`src/rtl/ksa_pkg.sv`:
```
package ksa_pkg;

    localparam int KEY_W  = 40;
    localparam int SLOT_W = 3;
    localparam int FREE_W = 4;
    localparam int FUNC_W = 2;

    localparam logic [FUNC_W-1:0] FN_ASSIGN = 2'd0;
    localparam logic [FUNC_W-1:0] FN_REMOVE = 2'd1;
    localparam logic [FUNC_W-1:0] FN_FIND   = 2'd2;
    localparam logic [FUNC_W-1:0] FN_STATUS = 2'd3;

    typedef logic [FUNC_W-1:0] t_func;
    typedef logic [KEY_W-1:0]  t_key;
    typedef logic [SLOT_W-1:0] t_slot;
    typedef logic [FREE_W-1:0] t_free;

endpackage

```
`src/rtl/ksa_if.sv`:
```
interface ksa_req_if;
    import ksa_pkg::*;
    logic  valid;
    logic  ready;
    t_func func;
    t_key  key;
    t_slot slot;

    modport source (output valid, output func, output key, output slot, input ready);
    modport sink   (input valid, input func, input key, input slot, output ready);
endinterface

interface ksa_rsp_if;
    import ksa_pkg::*;
    logic  valid;
    logic  ready;
    logic  ok;
    t_slot index;
    logic  occupied;
    t_free free_count;

    modport source (output valid, output ok, output index, output occupied,
                    output free_count, input ready);
    modport sink   (input valid, input ok, input index, input occupied,
                    input free_count, output ready);
endinterface

```
`src/rtl/ksa_ram.sv`:
```
module ksa_ram #(
    parameter int WIDTH = 40,
    parameter int DEPTH = 8
) (
    input  logic                                  i_clk,
    input  logic                                  i_we,
    input  logic [((DEPTH > 1) ? $clog2(DEPTH) : 1)-1:0] i_waddr,
    input  logic [WIDTH-1:0]                      i_wdata,
    input  logic [((DEPTH > 1) ? $clog2(DEPTH) : 1)-1:0] i_raddr,
    output logic [WIDTH-1:0]                      o_rdata
);

    logic [WIDTH-1:0] r_mem [DEPTH];
    logic [WIDTH-1:0] r_rdata;

    always_ff @(posedge i_clk) begin
        if (i_we) begin
            r_mem[i_waddr] <= i_wdata;
        end
        r_rdata <= r_mem[i_raddr];
    end

    assign o_rdata = r_rdata;

endmodule

```
`src/rtl/ksa_match.sv`:
```
module ksa_match #(
    parameter int KW = 40
) (
    input  logic          i_want_free,
    input  logic [KW-1:0] i_key,
    input  logic [KW-1:0] i_data,
    input  logic          i_mark,
    output logic          o_hit
);

    // free-slot search looks at the mark only; key search needs an occupied slot
    always_comb begin
        if (i_want_free) begin
            o_hit = !i_mark;
        end else begin
            o_hit = i_mark && (i_data == i_key);
        end
    end

endmodule

```
`src/rtl/key_slot_allocator_cam_unit.sv`:
```
// Slot table of keys with first-free allocation and key lookup.
// Request channel i_req carries func, key and slot; response channel o_rsp
// carries ok, index, occupied and free_count. One response per request.
// Assign and find walk the table one slot per cycle through a single
// compare unit fed by the registered read port of the key RAM,
// stopping at the first hit. Remove and status, and assign into a
// full table, skip the scan and go straight to the response. One
// request is in flight at a time: i_req.ready is high only while the
// block is idle, and the next request is accepted the cycle after the
// response beat is taken. Occupied marks and the free count live in
// flops; reset clears them at once, so every slot is free and the
// block is ready in the first cycle after reset. Key RAM contents of a
// free slot are never looked at and need no clearing. A stalled
// receiver holds the response in its output registers; the block then
// takes no new request until that beat leaves.
module key_slot_allocator_cam_unit
    import ksa_pkg::*;
#(
    parameter int SLOTS     = 8,
    parameter int KEY_BYTES = 5
) (
    input  logic      i_clk,
    input  logic      i_rst_n,
    ksa_req_if.sink   i_req,
    ksa_rsp_if.source o_rsp
);

    localparam int KW = (KEY_BYTES * 8 > KEY_W) ? KEY_W : KEY_BYTES * 8;
    localparam int AW = (SLOTS > 1) ? $clog2(SLOTS) : 1;
    localparam int CW = $clog2(SLOTS + 1);

    localparam logic [1:0] S_IDLE = 2'd0;
    localparam logic [1:0] S_SCAN = 2'd1;
    localparam logic [1:0] S_OUT  = 2'd2;

    logic [1:0]       r_state, n_state;
    logic [SLOTS-1:0] r_marks, n_marks;
    logic [CW-1:0]    r_free, n_free;
    logic [AW:0]      r_addr, n_addr;
    logic [AW-1:0]    r_rd_idx, n_rd_idx;
    logic             r_rd_vld, n_rd_vld;
    logic             r_want_free, n_want_free;
    logic [KW-1:0]    r_key, n_key;
    logic             r_ok, n_ok;
    logic [SLOT_W-1:0] r_index, n_index;
    logic             r_occ, n_occ;

    logic              ram_we;
    logic [KW-1:0]     ram_rdata;
    logic              hit;
    logic [AW+SLOT_W-1:0] slot_ext;
    logic [AW-1:0]     slot_ix;
    logic              slot_ok;
    logic [AW+SLOT_W-1:0] idx_ext;
    logic [CW+FREE_W-1:0] free_ext;

    assign slot_ext = {{AW{1'b0}}, i_req.slot};
    assign slot_ix  = slot_ext[AW-1:0];
    assign slot_ok  = slot_ext < (AW + SLOT_W)'(SLOTS);
    assign idx_ext  = {{SLOT_W{1'b0}}, r_rd_idx};
    assign free_ext = {{FREE_W{1'b0}}, r_free};

    ksa_ram #(
        .WIDTH (KW),
        .DEPTH (SLOTS)
    ) u_key_ram (
        .i_clk   (i_clk),
        .i_we    (ram_we),
        .i_waddr (r_rd_idx),
        .i_wdata (r_key),
        .i_raddr (r_addr[AW-1:0]),
        .o_rdata (ram_rdata)
    );

    ksa_match #(
        .KW (KW)
    ) u_match (
        .i_want_free (r_want_free),
        .i_key       (r_key),
        .i_data      (ram_rdata),
        .i_mark      (r_marks[r_rd_idx]),
        .o_hit       (hit)
    );

    assign ram_we = (r_state == S_SCAN) && r_rd_vld && hit && r_want_free;

    always_comb begin
        n_state     = r_state;
        n_marks     = r_marks;
        n_free      = r_free;
        n_addr      = r_addr;
        n_rd_idx    = r_rd_idx;
        n_rd_vld    = r_rd_vld;
        n_want_free = r_want_free;
        n_key       = r_key;
        n_ok        = r_ok;
        n_index     = r_index;
        n_occ       = r_occ;
        case (r_state)
            S_IDLE: begin
                if (i_req.valid) begin
                    n_key       = i_req.key[KW-1:0];
                    n_want_free = (i_req.func == FN_ASSIGN);
                    n_addr      = '0;
                    n_rd_vld    = 1'b0;
                    n_ok        = 1'b0;
                    n_index     = '0;
                    n_occ       = 1'b0;
                    case (i_req.func)
                        FN_ASSIGN: begin
                            n_state = (r_free == '0) ? S_OUT : S_SCAN;
                        end
                        FN_FIND: begin
                            n_state = S_SCAN;
                        end
                        FN_REMOVE: begin
                            n_index = i_req.slot;
                            n_state = S_OUT;
                            if (slot_ok) begin
                                n_ok = 1'b1;
                                n_marks[slot_ix] = 1'b0;
                                if (r_marks[slot_ix]) begin
                                    n_free = r_free + CW'(1);
                                end
                            end
                        end
                        default: begin
                            n_index = i_req.slot;
                            n_state = S_OUT;
                            if (slot_ok) begin
                                n_ok  = 1'b1;
                                n_occ = r_marks[slot_ix];
                            end
                        end
                    endcase
                end
            end
            S_SCAN: begin
                // issue the next read while the previous one is compared
                if (r_addr < (AW + 1)'(SLOTS)) begin
                    n_rd_idx = r_addr[AW-1:0];
                    n_rd_vld = 1'b1;
                    n_addr   = r_addr + (AW + 1)'(1);
                end else begin
                    n_rd_vld = 1'b0;
                end
                if (r_rd_vld && hit) begin
                    n_ok    = 1'b1;
                    n_occ   = 1'b1;
                    n_index = idx_ext[SLOT_W-1:0];
                    n_state = S_OUT;
                    if (r_want_free) begin
                        n_marks[r_rd_idx] = 1'b1;
                        n_free = r_free - CW'(1);
                    end
                end else if (r_rd_vld && (r_rd_idx == AW'(SLOTS - 1))) begin
                    n_state = S_OUT;
                end
            end
            S_OUT: begin
                if (o_rsp.ready) begin
                    n_state = S_IDLE;
                end
            end
            default: begin
                n_state = S_IDLE;
            end
        endcase
    end

    always_ff @(posedge i_clk) begin
        if (!i_rst_n) begin
            r_state  <= S_IDLE;
            r_marks  <= '0;
            r_free   <= CW'(SLOTS);
            r_rd_vld <= 1'b0;
        end else begin
            r_state  <= n_state;
            r_marks  <= n_marks;
            r_free   <= n_free;
            r_rd_vld <= n_rd_vld;
        end
    end

    always_ff @(posedge i_clk) begin
        r_addr      <= n_addr;
        r_rd_idx    <= n_rd_idx;
        r_want_free <= n_want_free;
        r_key       <= n_key;
        r_ok        <= n_ok;
        r_index     <= n_index;
        r_occ       <= n_occ;
    end

    assign i_req.ready      = (r_state == S_IDLE);
    assign o_rsp.valid      = (r_state == S_OUT);
    assign o_rsp.ok         = r_ok;
    assign o_rsp.index      = r_index;
    assign o_rsp.occupied   = r_occ;
    assign o_rsp.free_count = free_ext[FREE_W-1:0];

`ifndef SYNTH
    a_free_matches_marks: assert property (@(posedge i_clk) disable iff (!i_rst_n)
        int'(r_free) == SLOTS - $countones(r_marks))
        else $error("free count out of step with occupied marks");

    a_occ_implies_ok: assert property (@(posedge i_clk) disable iff (!i_rst_n)
        o_rsp.valid && o_rsp.occupied && (r_state == S_OUT) |-> o_rsp.ok)
        else $error("occupied reported without success");

    a_full_assign_fails: assert property (@(posedge i_clk) disable iff (!i_rst_n)
        i_req.valid && i_req.ready && (i_req.func == FN_ASSIGN) && (r_free == '0)
        |=> o_rsp.valid && !o_rsp.ok)
        else $error("assign into full table did not fail at once");

    a_marks_stable_in_scan: assert property (@(posedge i_clk) disable iff (!i_rst_n)
        (r_state == S_SCAN) && !ram_we |=> $stable(r_marks))
        else $error("marks changed during scan without an allocation");
`endif

endmodule
```
`src/flat_wrapper.sv`:
```
// flat-port wrapper written by rule: the top's interface ports become plain ports
module key_slot_allocator_cam_unit_flat import ksa_pkg::*;
#(
    parameter int SLOTS     = 8,
    parameter int KEY_BYTES = 5
)
  (i_clk, i_rst_n, i_req_valid, i_req_func, i_req_key, i_req_slot, i_req_ready, o_rsp_valid, o_rsp_ok, o_rsp_index, o_rsp_occupied, o_rsp_free_count, o_rsp_ready);
  ksa_req_if i_req_i ();
  ksa_rsp_if o_rsp_i ();
  input  logic i_clk;
  input  logic i_rst_n;
  input wire logic [$bits(i_req_i.valid)-1:0] i_req_valid;
  input wire logic [$bits(i_req_i.func)-1:0] i_req_func;
  input wire logic [$bits(i_req_i.key)-1:0] i_req_key;
  input wire logic [$bits(i_req_i.slot)-1:0] i_req_slot;
  output wire logic [$bits(i_req_i.ready)-1:0] i_req_ready;
  output wire logic [$bits(o_rsp_i.valid)-1:0] o_rsp_valid;
  output wire logic [$bits(o_rsp_i.ok)-1:0] o_rsp_ok;
  output wire logic [$bits(o_rsp_i.index)-1:0] o_rsp_index;
  output wire logic [$bits(o_rsp_i.occupied)-1:0] o_rsp_occupied;
  output wire logic [$bits(o_rsp_i.free_count)-1:0] o_rsp_free_count;
  input wire logic [$bits(o_rsp_i.ready)-1:0] o_rsp_ready;
  assign i_req_i.valid = i_req_valid;
  assign i_req_i.func = i_req_func;
  assign i_req_i.key = i_req_key;
  assign i_req_i.slot = i_req_slot;
  assign i_req_ready = i_req_i.ready;
  assign o_rsp_valid = o_rsp_i.valid;
  assign o_rsp_ok = o_rsp_i.ok;
  assign o_rsp_index = o_rsp_i.index;
  assign o_rsp_occupied = o_rsp_i.occupied;
  assign o_rsp_free_count = o_rsp_i.free_count;
  assign o_rsp_i.ready = o_rsp_ready;
  key_slot_allocator_cam_unit #(.SLOTS(SLOTS), .KEY_BYTES(KEY_BYTES)) u_core (.i_clk(i_clk), .i_rst_n(i_rst_n), .i_req(i_req_i), .o_rsp(o_rsp_i));
endmodule
```
`config.mk`:
```
export PLATFORM = sky130hd
export DESIGN_NAME = key_slot_allocator_cam_unit_flat
export DESIGN_NICKNAME = d
export VERILOG_FILES = /design/src/rtl/ksa_pkg.sv /design/src/rtl/ksa_if.sv /design/src/rtl/ksa_ram.sv /design/src/rtl/ksa_match.sv /design/src/rtl/key_slot_allocator_cam_unit.sv /design/src/flat_wrapper.sv
export SDC_FILE = /design/constraint.sdc
export NUM_CORES = 1
export LEC_CHECK = 0
export ABC_CLOCK_PERIOD_IN_PS = 15800
export BUFFER_PORTS_ARGS = -buffer_cell sky130_fd_sc_hd__buf_2
export CAP_MARGIN = 5
export CORE_AREA = 2 2 247 273
export DETAILED_ROUTE_END_ITERATION = 7
export DIE_AREA = 0 0 249 275
export MAX_ROUTING_LAYER = met4
export PLACE_DENSITY = 0.39
export SYNTH_ARGS = -nofsm -noshare
export SYNTH_HDL_FRONTEND = slang
export SYNTH_HIERARCHICAL = 1
export SYNTH_SLANG_ARGS = --single-unit
```
`constraint.sdc`:
```
create_clock -name i_clk -period 15.8 [get_ports i_clk]
set_input_delay 2.37 -clock i_clk [delete_from_list [all_inputs] [get_ports i_clk]]
set_output_delay 2.37 -clock i_clk [all_outputs]
set_load 0.05 [all_outputs]
```
==> out/qor.json, run 1 <==
{
  "synth_edf_count": {"value": 373},
  "slew_viol_final": {"value": 0},
  "cts-buffers-inserted": {"value": 49},
  "power.internal": {"value": 2.12, "unit": "mW"},
  "boundaryPins": {"value": 60},
  "met3_usage": {"value": 0.0190},
  "io_buffer_count": {"value": 59},
  "finalCritPeriodShare": {"value": 0.315},
  "clock_tree.root_cell": {"value": "sky130_fd_sc_hd__clkbuf_16"},
  "gp_congestion": {"value": 0.717},
  "wire_per_inst": {"value": 20.3, "unit": "um"},
  "drt_pass1_iterations": {"value": 7},
  "holdBufCountCts": {"value": 0},
  "crit_path_max_fanout": {"value": 30},
  "placement_rows": {"value": 99},
  "fp.dieH": {"value": 275, "unit": "um"},
  "setup_viol": {"value": 0},
  "synth_sequential_area_ratio": {"value": 0.754},
  "n_fill_cell": {"value": 6378},
  "first_global_vias": {"value": 7975},
  "total_power": {"value": 2.74, "unit": "mW"},
  "final_layout_size_suffix_gt1_frac": {"value": 0.229},
  "route.vias.total": {"value": 7472},
  "power.density_cell_area": {"value": 142, "unit": "nW/um^2"},
  "seq_power_share": {"value": 0.485},
  "viasPerCell": {"value": 4.26},
  "layout.nets": {"value": 908},
  "tritoncts": {"value": "built"},
  "finalSetupTns": {"value": 0, "unit": "ns"},
  "ys.flop_type": {"value": "sky130_fd_sc_hd__edfxtp_1"},
  "sequential_cell_area": {"value": 12300, "unit": "sq um"},
  "synth_area": {"value": 16300, "unit": "sq um"},
  "max_slew.worst_pin.slew": {"value": 0.984, "unit": "ns"},
  "setup.worst_path.end_class": {"value": "flop"},
  "yosys_warnings": {"value": 6},
  "remaining_drc_errors": {"value": 0},
  "avgSynthCellArea": {"value": 21.3, "unit": "sq um"},
  "postLayoutCoreUtil": {"value": 0.295},
  "worst-endpoint-arrival": {"value": 5.18, "unit": "ns"},
  "hold-worst-slack": {"value": 0.492, "unit": "ns"},
  "status": {"value": "finished, final reports clean"},
  "drv_cap": {"value": 0},
  "tritoncts_num_sinks": {"value": 428},
  "synth_nets": {"value": 816},
  "multi_input_comb_area": {"value": 3850, "unit": "sq um"},
  "timing.setup.critical_path_class": {"value": "reg -> reg"},
  "track_usage": {"value": 0.109},
  "die_width": {"value": 249, "unit": "um"},
  "clkPwrFrac": {"value": 0.437},
  "core_area": {"value": 65800, "unit": "sq um"},
  "synthCells": {"value": 765},
  "routed_wl": {"value": 35600, "unit": "um"},
  "dieArea": {"value": 68500, "unit": "sq um"},
  "antenna_left": {"value": 0},
  "path_clk_slew": {"value": 0.06, "unit": "ns"},
  "area_growth_syn_to_layout": {"value": 18.7, "unit": "%"},
  "worst_hold_path_type": {"value": "reg -> reg"},
  "final_period_minus_worst_setup_slack": {"value": 4.98, "unit": "ns"},
  "cts-htree-levels": {"value": 2},
  "switching_power": {"value": 0.617, "unit": "mW"},
  "cp-start-kind": {"value": "flop"},
  "p_sw_frac": {"value": 0.225},
  "wire_length_of_the_first_global_routing_pass": {"value": 53400, "unit": "um"},
  "detailed_place_hpwl": {"value": 18400, "unit": "um"},
  "clock_latency": {"value": 0.59, "unit": "ns"},
  "postSynth.asyncResetShare": {"value": 0},
  "grt_antenna_before_repair": {"value": 0},
  "synth_seq_cells": {"value": 428},
  "cts_repair_resizes": {"value": 0},
  "yosysUniqueCellTypes": {"value": 46},
  "fmax": {"value": 201, "unit": "MHz"},
  "finalClockSkew": {"value": 0.0236, "unit": "ns"},
  "final_hold_viol_count": {"value": 0},
  "timing.critical_path.required": {"value": 16.00, "unit": "ns"},
  "cts-root-to-sink-buffers": {"value": 3},
  "initial_core_util": {"value": 0.248},
  "grt.overflow.total": {"value": 0},
  "grt_max_degree": {"value": 66},
  "relSlewSlack": {"value": 0.338},
  "part_of_the_power_in_combinational_logic": {"value": 0.078},
  "grt_use_met2": {"value": 0.175},
  "postLayoutCellArea": {"value": 19400, "unit": "sq um"},
  "num_antenna_cells": {"value": 0},
  "drt-initial-drc-count": {"value": 381},
  "groute.layer.met1.usage": {"value": 0.137},
  "postPlaceCellArea": {"value": 17600, "unit": "sq um"},
  "post-cts-setup-buffer-count": {"value": 0},
  "rsz_0062_raised_after_global_routing": {"value": "false"},
  "max-vdd-ir-drop": {"value": 0.0000719, "unit": "V"},
  "highest_utilization_routing_layer_at_the_global_route_stage": {"value": "met2"},
  "total_leakage_power": {"value": 6.42, "unit": "nW"}
}
==> through the flow <==
stage	setup slack, ns	instances
after floorplan	10.38	765
after global placement	10.68	1664
after detailed placement	10.68	1664
after CTS	10.64	1756
after global routing	10.44	1756
final	10.82	1756
==> Yosys cell counts (all sizes together) (3+ instances only) <==
cell	n	area, sq um
a21oi	10	50.1
nor2	22	82.6
inv	8	30.0
nand3	10	50.1
o41ai	3	45.1
nor3	7	35.0
clkbuf	19	71.3
nand2b	8	50.1
nand4	3	18.8
nor4	9	56.3
mux2	41	462
mux4	82	2150
or3	4	30.0
xor2	42	368
o21ai	10	50.0
nand2	12	45.0
buf	12	123
edfxtp	373	11200
mux2i	4	40.0
dfxtp	55	1100
o31ai	4	30.0
==> critical path, cell delays in order (launching register included) <==
cell and delay, ns:
sky130_fd_sc_hd__edfxtp_1 0.52, sky130_fd_sc_hd__xor2_1 0.25, sky130_fd_sc_hd__nor4_1 0.87, sky130_fd_sc_hd__nand4_1 0.38, sky130_fd_sc_hd__o31ai_1 0.66, sky130_fd_sc_hd__nand4b_1 0.33
sky130_fd_sc_hd__nor2_1 0.24, sky130_fd_sc_hd__nand2_1 0.24, sky130_fd_sc_hd__nor2_4 0.49, sky130_fd_sc_hd__buf_4 0.59
==> layout by cell type, fill, tap and decap left out, types with 3 or more instances in the layout <==
cell and n:
sky130_fd_sc_hd__nand2b_1 8, sky130_fd_sc_hd__xor2_1 42, sky130_fd_sc_hd__inv_1 7, sky130_fd_sc_hd__mux2i_1 4, sky130_fd_sc_hd__bufinv_16 8, sky130_fd_sc_hd__nand3_1 10, sky130_fd_sc_hd__mux2_2 41, sky130_fd_sc_hd__clkbuf_16 49
sky130_fd_sc_hd__clkbuf_1 8, sky130_fd_sc_hd__edfxtp_1 373, sky130_fd_sc_hd__nor4_1 9, sky130_fd_sc_hd__clkinv_1 8, sky130_fd_sc_hd__or3_1 3, sky130_fd_sc_hd__nand4_1 3, sky130_fd_sc_hd__nand2_1 12, sky130_fd_sc_hd__nor2_4 6
sky130_fd_sc_hd__clkinv_2 6, sky130_fd_sc_hd__mux4_1 80, sky130_fd_sc_hd__buf_4 13, sky130_fd_sc_hd__buf_2 59, sky130_fd_sc_hd__o21ai_0 9, sky130_fd_sc_hd__nor3_1 5, sky130_fd_sc_hd__a21oi_1 10, sky130_fd_sc_hd__nor2_1 16
sky130_fd_sc_hd__dfxtp_1 55, sky130_fd_sc_hd__clkbuf_8 8, sky130_fd_sc_hd__o31ai_1 4
==> routing by layer <==
layer / part of all wire / vias to the layer above
li1: - / 3380
met1: 0.46 / 3895
met2: 0.48 / 130
met3: 0.036 / 67
met4: 0.025 / 0
met5: 0 / -
==> path summary, 6_finish.rpt <==
path,from,slack (ns),end,cells past startpoint
max,u_core/r_key[21],10.82,u_core/u_key_ram/r_mem[7][4],9
min,u_core/r_marks[5],0.49,u_core/r_marks[5],2
max reg2reg,u_core/r_key[21],10.82,u_core/u_key_ram/r_mem[7][4],9
min reg2reg,u_core/r_marks[5],0.49,u_core/r_marks[5],2
==> area by class of cell <==
class,instances,share of cell area
clock buffer,65,0.0705
inverter,8,0.00155
clock inverter,27,0.0185
multi-input combinational,298,0.199
sequential,428,0.635
timing repair buffer,72,0.0203
tap,858,0.0554
==> registers in the layout, indices dropped and copies added, names as in the netlist <==
signal	cells
u_core/r_marks	8
u_core/u_key_ram/o_rdata	40
u_core/o_rsp.index	3
u_core/r_rd_idx	3
u_core/r_key	40
u_core/r_state	2
u_core/r_addr	4
u_core/o_rsp.occupied	1
u_core/o_rsp.ok	1
u_core/r_want_free	1
u_core/r_rd_vld	1
u_core/u_key_ram/r_mem	320
u_core/o_rsp.free_count	4
==> cells by family (layout without fill, tap and decap cells) <==
kind of cell / Yosys count / after routing / share of synthesized area
compound gates: 40 / 40 / 0.0182
xor+xnor: 44 / 44 / 0.0236
fa+ha+maj: 2 / 2 / 0.00153
buf+inv: 39 / 172 / 0.0137
flops: 428 / 428 / 0.754
mux: 127 / 127 / 0.162
simple gates: 85 / 85 / 0.0270
==> power groups by stage <==
stage	registers (mW)	clock network, mW	logic (mW)
floorplan	1.34	0	0.158
global placement	1.35	0	0.223
detailed placement	1.35	0	0.222
CTS	1.33	1.24	0.223
global route	1.34	1.29	0.235
finish	1.33	1.20	0.214
Power figures use the tool's default switching activity.
==> run 2: changes to the inputs <==
--- a/config.mk
+++ b/config.mk
@@ -5,14 +5,14 @@
 export SDC_FILE = /design/constraint.sdc
 export NUM_CORES = 1
 export LEC_CHECK = 0
-export ABC_CLOCK_PERIOD_IN_PS = 15800
+export ABC_CLOCK_PERIOD_IN_PS = 4400
 export BUFFER_PORTS_ARGS = -buffer_cell sky130_fd_sc_hd__buf_2
 export CAP_MARGIN = 5
 export CORE_AREA = 2 2 247 273
 export DETAILED_ROUTE_END_ITERATION = 7
 export DIE_AREA = 0 0 249 275
 export MAX_ROUTING_LAYER = met4
-export PLACE_DENSITY = 0.39
+export PLACE_DENSITY = 0.4
 export SYNTH_ARGS = -nofsm -noshare
 export SYNTH_HDL_FRONTEND = slang
 export SYNTH_HIERARCHICAL = 1
==> constraint.sdc (replaced) <==
create_clock -name i_clk -period 4.4 [get_ports i_clk]
set_input_delay 0.66 -clock i_clk [delete_from_list [all_inputs] [get_ports i_clk]]
set_output_delay 0.66 -clock i_clk [all_outputs]
set_load 0.05 [all_outputs]
==> run 2 against run 1 <==
  * Via count is 0.12% lower
  * Register-to-register slack got worse by 10 ns
  * Sequential cell count stayed put
  * Die area is the same
  * Final area is essentially flat
  * First-iteration DRC count increased by 53%
  * Sequential power rose to 3.6 times the previous value
==> out/qor.json, run 2 (same netlist as run 1, synthesis figures left out) <==
{
  "status": {"value": "finished, final reports clean", "change": "unchanged"},
  "post-cts-setup-buffer-count": {"value": 0, "change": "unchanged"},
  "antenna_left": {"value": 0, "change": "unchanged"},
  "grt.overflow.total": {"value": 0, "change": "unchanged"},
  "path_clk_slew": {"value": 0.06, "unit": "ns", "change": "about the same"},
  "initial_core_util": {"value": 0.248, "change": "unchanged"},
  "layout_common_cells": {"value": "sky130_fd_sc_hd__edfxtp_1 (373), sky130_fd_sc_hd__mux4_1 (80), sky130_fd_sc_hd__buf_2 (59)", "change": "unchanged"},
  "final_hold_viol_count": {"value": 0, "change": "unchanged"},
  "wire_length_of_the_first_global_routing_pass": {"value": 54000, "unit": "um", "change": "was 53400 um"},
  "num_antenna_cells": {"value": 0, "change": "unchanged"},
  "worst-endpoint-arrival": {"value": 4.21, "unit": "ns", "change": "was 5.18 ns"},
  "gp_congestion": {"value": 0.697, "change": "was 0.717"},
  "setup_viol": {"value": 0, "change": "unchanged"},
  "holdBufCountCts": {"value": 0, "change": "unchanged"},
  "clock_latency": {"value": 0.58, "unit": "ns", "change": "was 0.59 ns"},
  "critPathLaunch": {"value": "u_core/r_key[25]", "change": "was u_core/r_key[21]"},
  "largest_register_ffs": {"value": 320, "change": "unchanged"},
  "detailed_place_hpwl": {"value": 19400, "unit": "um", "change": "was 18400 um"},
  "timing.critical_path.required": {"value": 4.65, "unit": "ns", "change": "was 16.00 ns"},
  "tritoncts_num_sinks": {"value": 428, "change": "unchanged"},
  "dieArea": {"value": 68500, "unit": "sq um", "change": "unchanged"},
  "final_period_minus_worst_setup_slack": {"value": 3.95, "unit": "ns", "change": "was 4.98 ns"},
  "highest_utilization_routing_layer_at_the_global_route_stage": {"value": "met2", "change": "unchanged"},
  "total_power": {"value": 9.43, "unit": "mW", "change": "was 2.74 mW"},
  "route.vias.total": {"value": 7463, "change": "was 7472"},
  "boundaryPins": {"value": 60, "change": "unchanged"},
  "fmax": {"value": 253, "unit": "MHz", "change": "was 201 MHz"},
  "max-vdd-ir-drop": {"value": 0.000300, "unit": "V", "change": "was 0.0000719 V"},
  "wire_per_inst": {"value": 20.3, "unit": "um", "change": "about the same"},
  "clock_tree.root_cell": {"value": "sky130_fd_sc_hd__clkbuf_16", "change": "unchanged"},
  "die_width": {"value": 249, "unit": "um", "change": "unchanged"},
  "final_layout_size_suffix_gt1_frac": {"value": 0.229, "change": "about the same"},
  "crit_path_max_fanout": {"value": 30, "change": "unchanged"},
  "final_common_cell": {"value": "sky130_fd_sc_hd__edfxtp_1", "change": "unchanged"},
  "first_global_vias": {"value": 8002, "change": "was 7975"},
  "relSlewSlack": {"value": 0.462, "change": "was 0.338"},
  "area_growth_syn_to_layout": {"value": 18.6, "unit": "%", "change": "was 18.7%"},
  "cts-htree-levels": {"value": 2, "change": "unchanged"},
  "track_usage": {"value": 0.110, "change": "was 0.109"},
  "multi_input_comb_area": {"value": 3850, "unit": "sq um", "change": "unchanged"},
  "grt_antenna_before_repair": {"value": 0, "change": "unchanged"},
  "rsz_0062_raised_after_global_routing": {"value": "false", "change": "unchanged"},
  "delay_contributed_by_the_slowest_stage_of_the_critical_path": {"value": 0.67, "unit": "ns", "change": "was 0.87 ns"},
  "layout.nets": {"value": 916, "change": "was 908"},
  "timing.setup.critical_path_class": {"value": "reg -> reg", "change": "unchanged"},
  "routed_wl": {"value": 35800, "unit": "um", "change": "was 35600 um"},
  "met3_usage": {"value": 0.0187, "change": "was 0.0190"},
  "cp-start-kind": {"value": "flop", "change": "unchanged"},
  "fp.dieH": {"value": 275, "unit": "um", "change": "unchanged"},
  "cpLargestDelayFamily": {"value": "simple AND/OR/NAND/NOR gates", "change": "unchanged"},
  "finalCritPeriodShare": {"value": 0.898, "change": "was 0.315"},
  "cp.buffers_inverters": {"value": 2, "change": "was 1"},
  "placement_rows": {"value": 99, "change": "unchanged"},
  "cts-root-to-sink-buffers": {"value": 3, "change": "unchanged"},
  "grt_max_degree": {"value": 84, "change": "was 66"},
  "power.density_cell_area": {"value": 487, "unit": "nW/um^2", "change": "was 142 nW/um^2"},
  "holdCritStartpoint": {"value": "i_req_key[14]", "change": "was u_core/r_marks[5]"},
  "worst_r2r_startpoint": {"value": "u_core/r_key[25]", "change": "was u_core/r_key[21]"},
  "max_slew.worst_pin.slew": {"value": 0.807, "unit": "ns", "change": "was 0.984 ns"},
  "finalClockSkew": {"value": 0.0235, "unit": "ns", "change": "was 0.0236 ns"},
  "slew_viol_final": {"value": 0, "change": "unchanged"},
  "cts_repair_resizes": {"value": 0, "change": "unchanged"},
  "sequential_cell_area": {"value": 12300, "unit": "sq um", "change": "unchanged"},
  "hold-worst-slack": {"value": 0.246, "unit": "ns", "change": "was 0.492 ns"},
  "total_leakage_power": {"value": 6.40, "unit": "nW", "change": "was 6.42 nW"},
  "registers.top_by_ff_count": {"value": "u_core/u_key_ram/r_mem", "change": "unchanged"},
  "setup.worst_path.end_class": {"value": "flop", "change": "unchanged"},
  "cts-buffers-inserted": {"value": 48, "change": "was 49"},
  "cpMaxStageDelayCell": {"value": "sky130_fd_sc_hd__nor4_1", "change": "unchanged"},
  "core_area": {"value": 65800, "unit": "sq um", "change": "unchanged"},
  "grt_use_met2": {"value": 0.177, "change": "was 0.175"},
  "drv_cap": {"value": 0, "change": "unchanged"},
  "io_buffer_count": {"value": 59, "change": "unchanged"},
  "drt_pass1_iterations": {"value": 5, "change": "was 7"},
  "worst_hold_path_type": {"value": "in -> reg", "change": "was reg -> reg"},
  "cp_cell_sequence": {"value": "xor2_1 -> nor4_1 -> buf_4 -> nand4_1 -> o31ai_1 -> nand4b_1 -> nor2_1 -> nand2b_1 -> nor3_2 -> buf_12", "change": "was xor2_1 -> nor4_1 -> nand4_1 -> o31ai_1 -> nand4b_1 -> nor2_1 -> nand2_1 -> nor2_4 -> buf_4"},
  "n_fill_cell": {"value": 6404, "change": "was 6378"},
  "drt-initial-drc-count": {"value": 584, "change": "was 381"},
  "viasPerCell": {"value": 4.24, "change": "was 4.26"},
  "remaining_drc_errors": {"value": 0, "change": "unchanged"},
  "groute.layer.met1.usage": {"value": 0.141, "change": "was 0.137"},
  "tritoncts": {"value": "built", "change": "unchanged"}
}
run 2: cell types whose count changed in the layout (fill, tap and decap cells not counted), sizes merged:
cell and change:
buf +9, clkbuf -4, clkinv +5, bufinv -5
run 2: layout make-up:
cell class                      count  share of cell area
Clock buffer                       61              0.0673
Clock inverter                     27              0.0112
Inverter                            8             0.00155
Multi-Input combinational cell    298               0.199
Sequential cell                   428               0.635
Tap cell                          858              0.0554
Timing Repair Buffer               81              0.0302
run 2: metal layers:
metal  share of wire  vias up
met5               0        -
met4           0.022        0
met3           0.036       62
met2            0.48      148
met1            0.46     3868
li1                -     3385
run 2: where the power goes:
part           leakage, nW  total (mW)  internal, mW  switching (mW)
Combinational         1.81       0.798         0.375           0.423
Clock                0.752        3.87          2.27            1.60
Sequential            3.84        4.76          4.61           0.150
run 2: worst paths after layout:
kind / cells after the start / slack (ns) / end
worst min-delay path: 1 / 0.25 / u_core/r_key[14]
worst max-delay path: 10 / 0.45 / u_core/u_key_ram/r_mem[0][33]
worst min register to register: 2 / 0.50 / u_core/r_marks[7]
worst max register to register: 10 / 0.45 / u_core/u_key_ram/r_mem[0][33]
run 2: metrics by stage:
stage               instances   util  setup WS [ns]  cell area [sq um]  TNS [ns]
finish                   1761  0.294          0.447              19400         0
global route             1761  0.294          0.257              19400         0
CTS                      1761  0.294          0.441              19400         0
detailed placement       1673  0.271          0.495              17800         0
global placement         1673  0.271          0.616              17800         0
floorplan                 765      -          -1.02              16300    -81.12
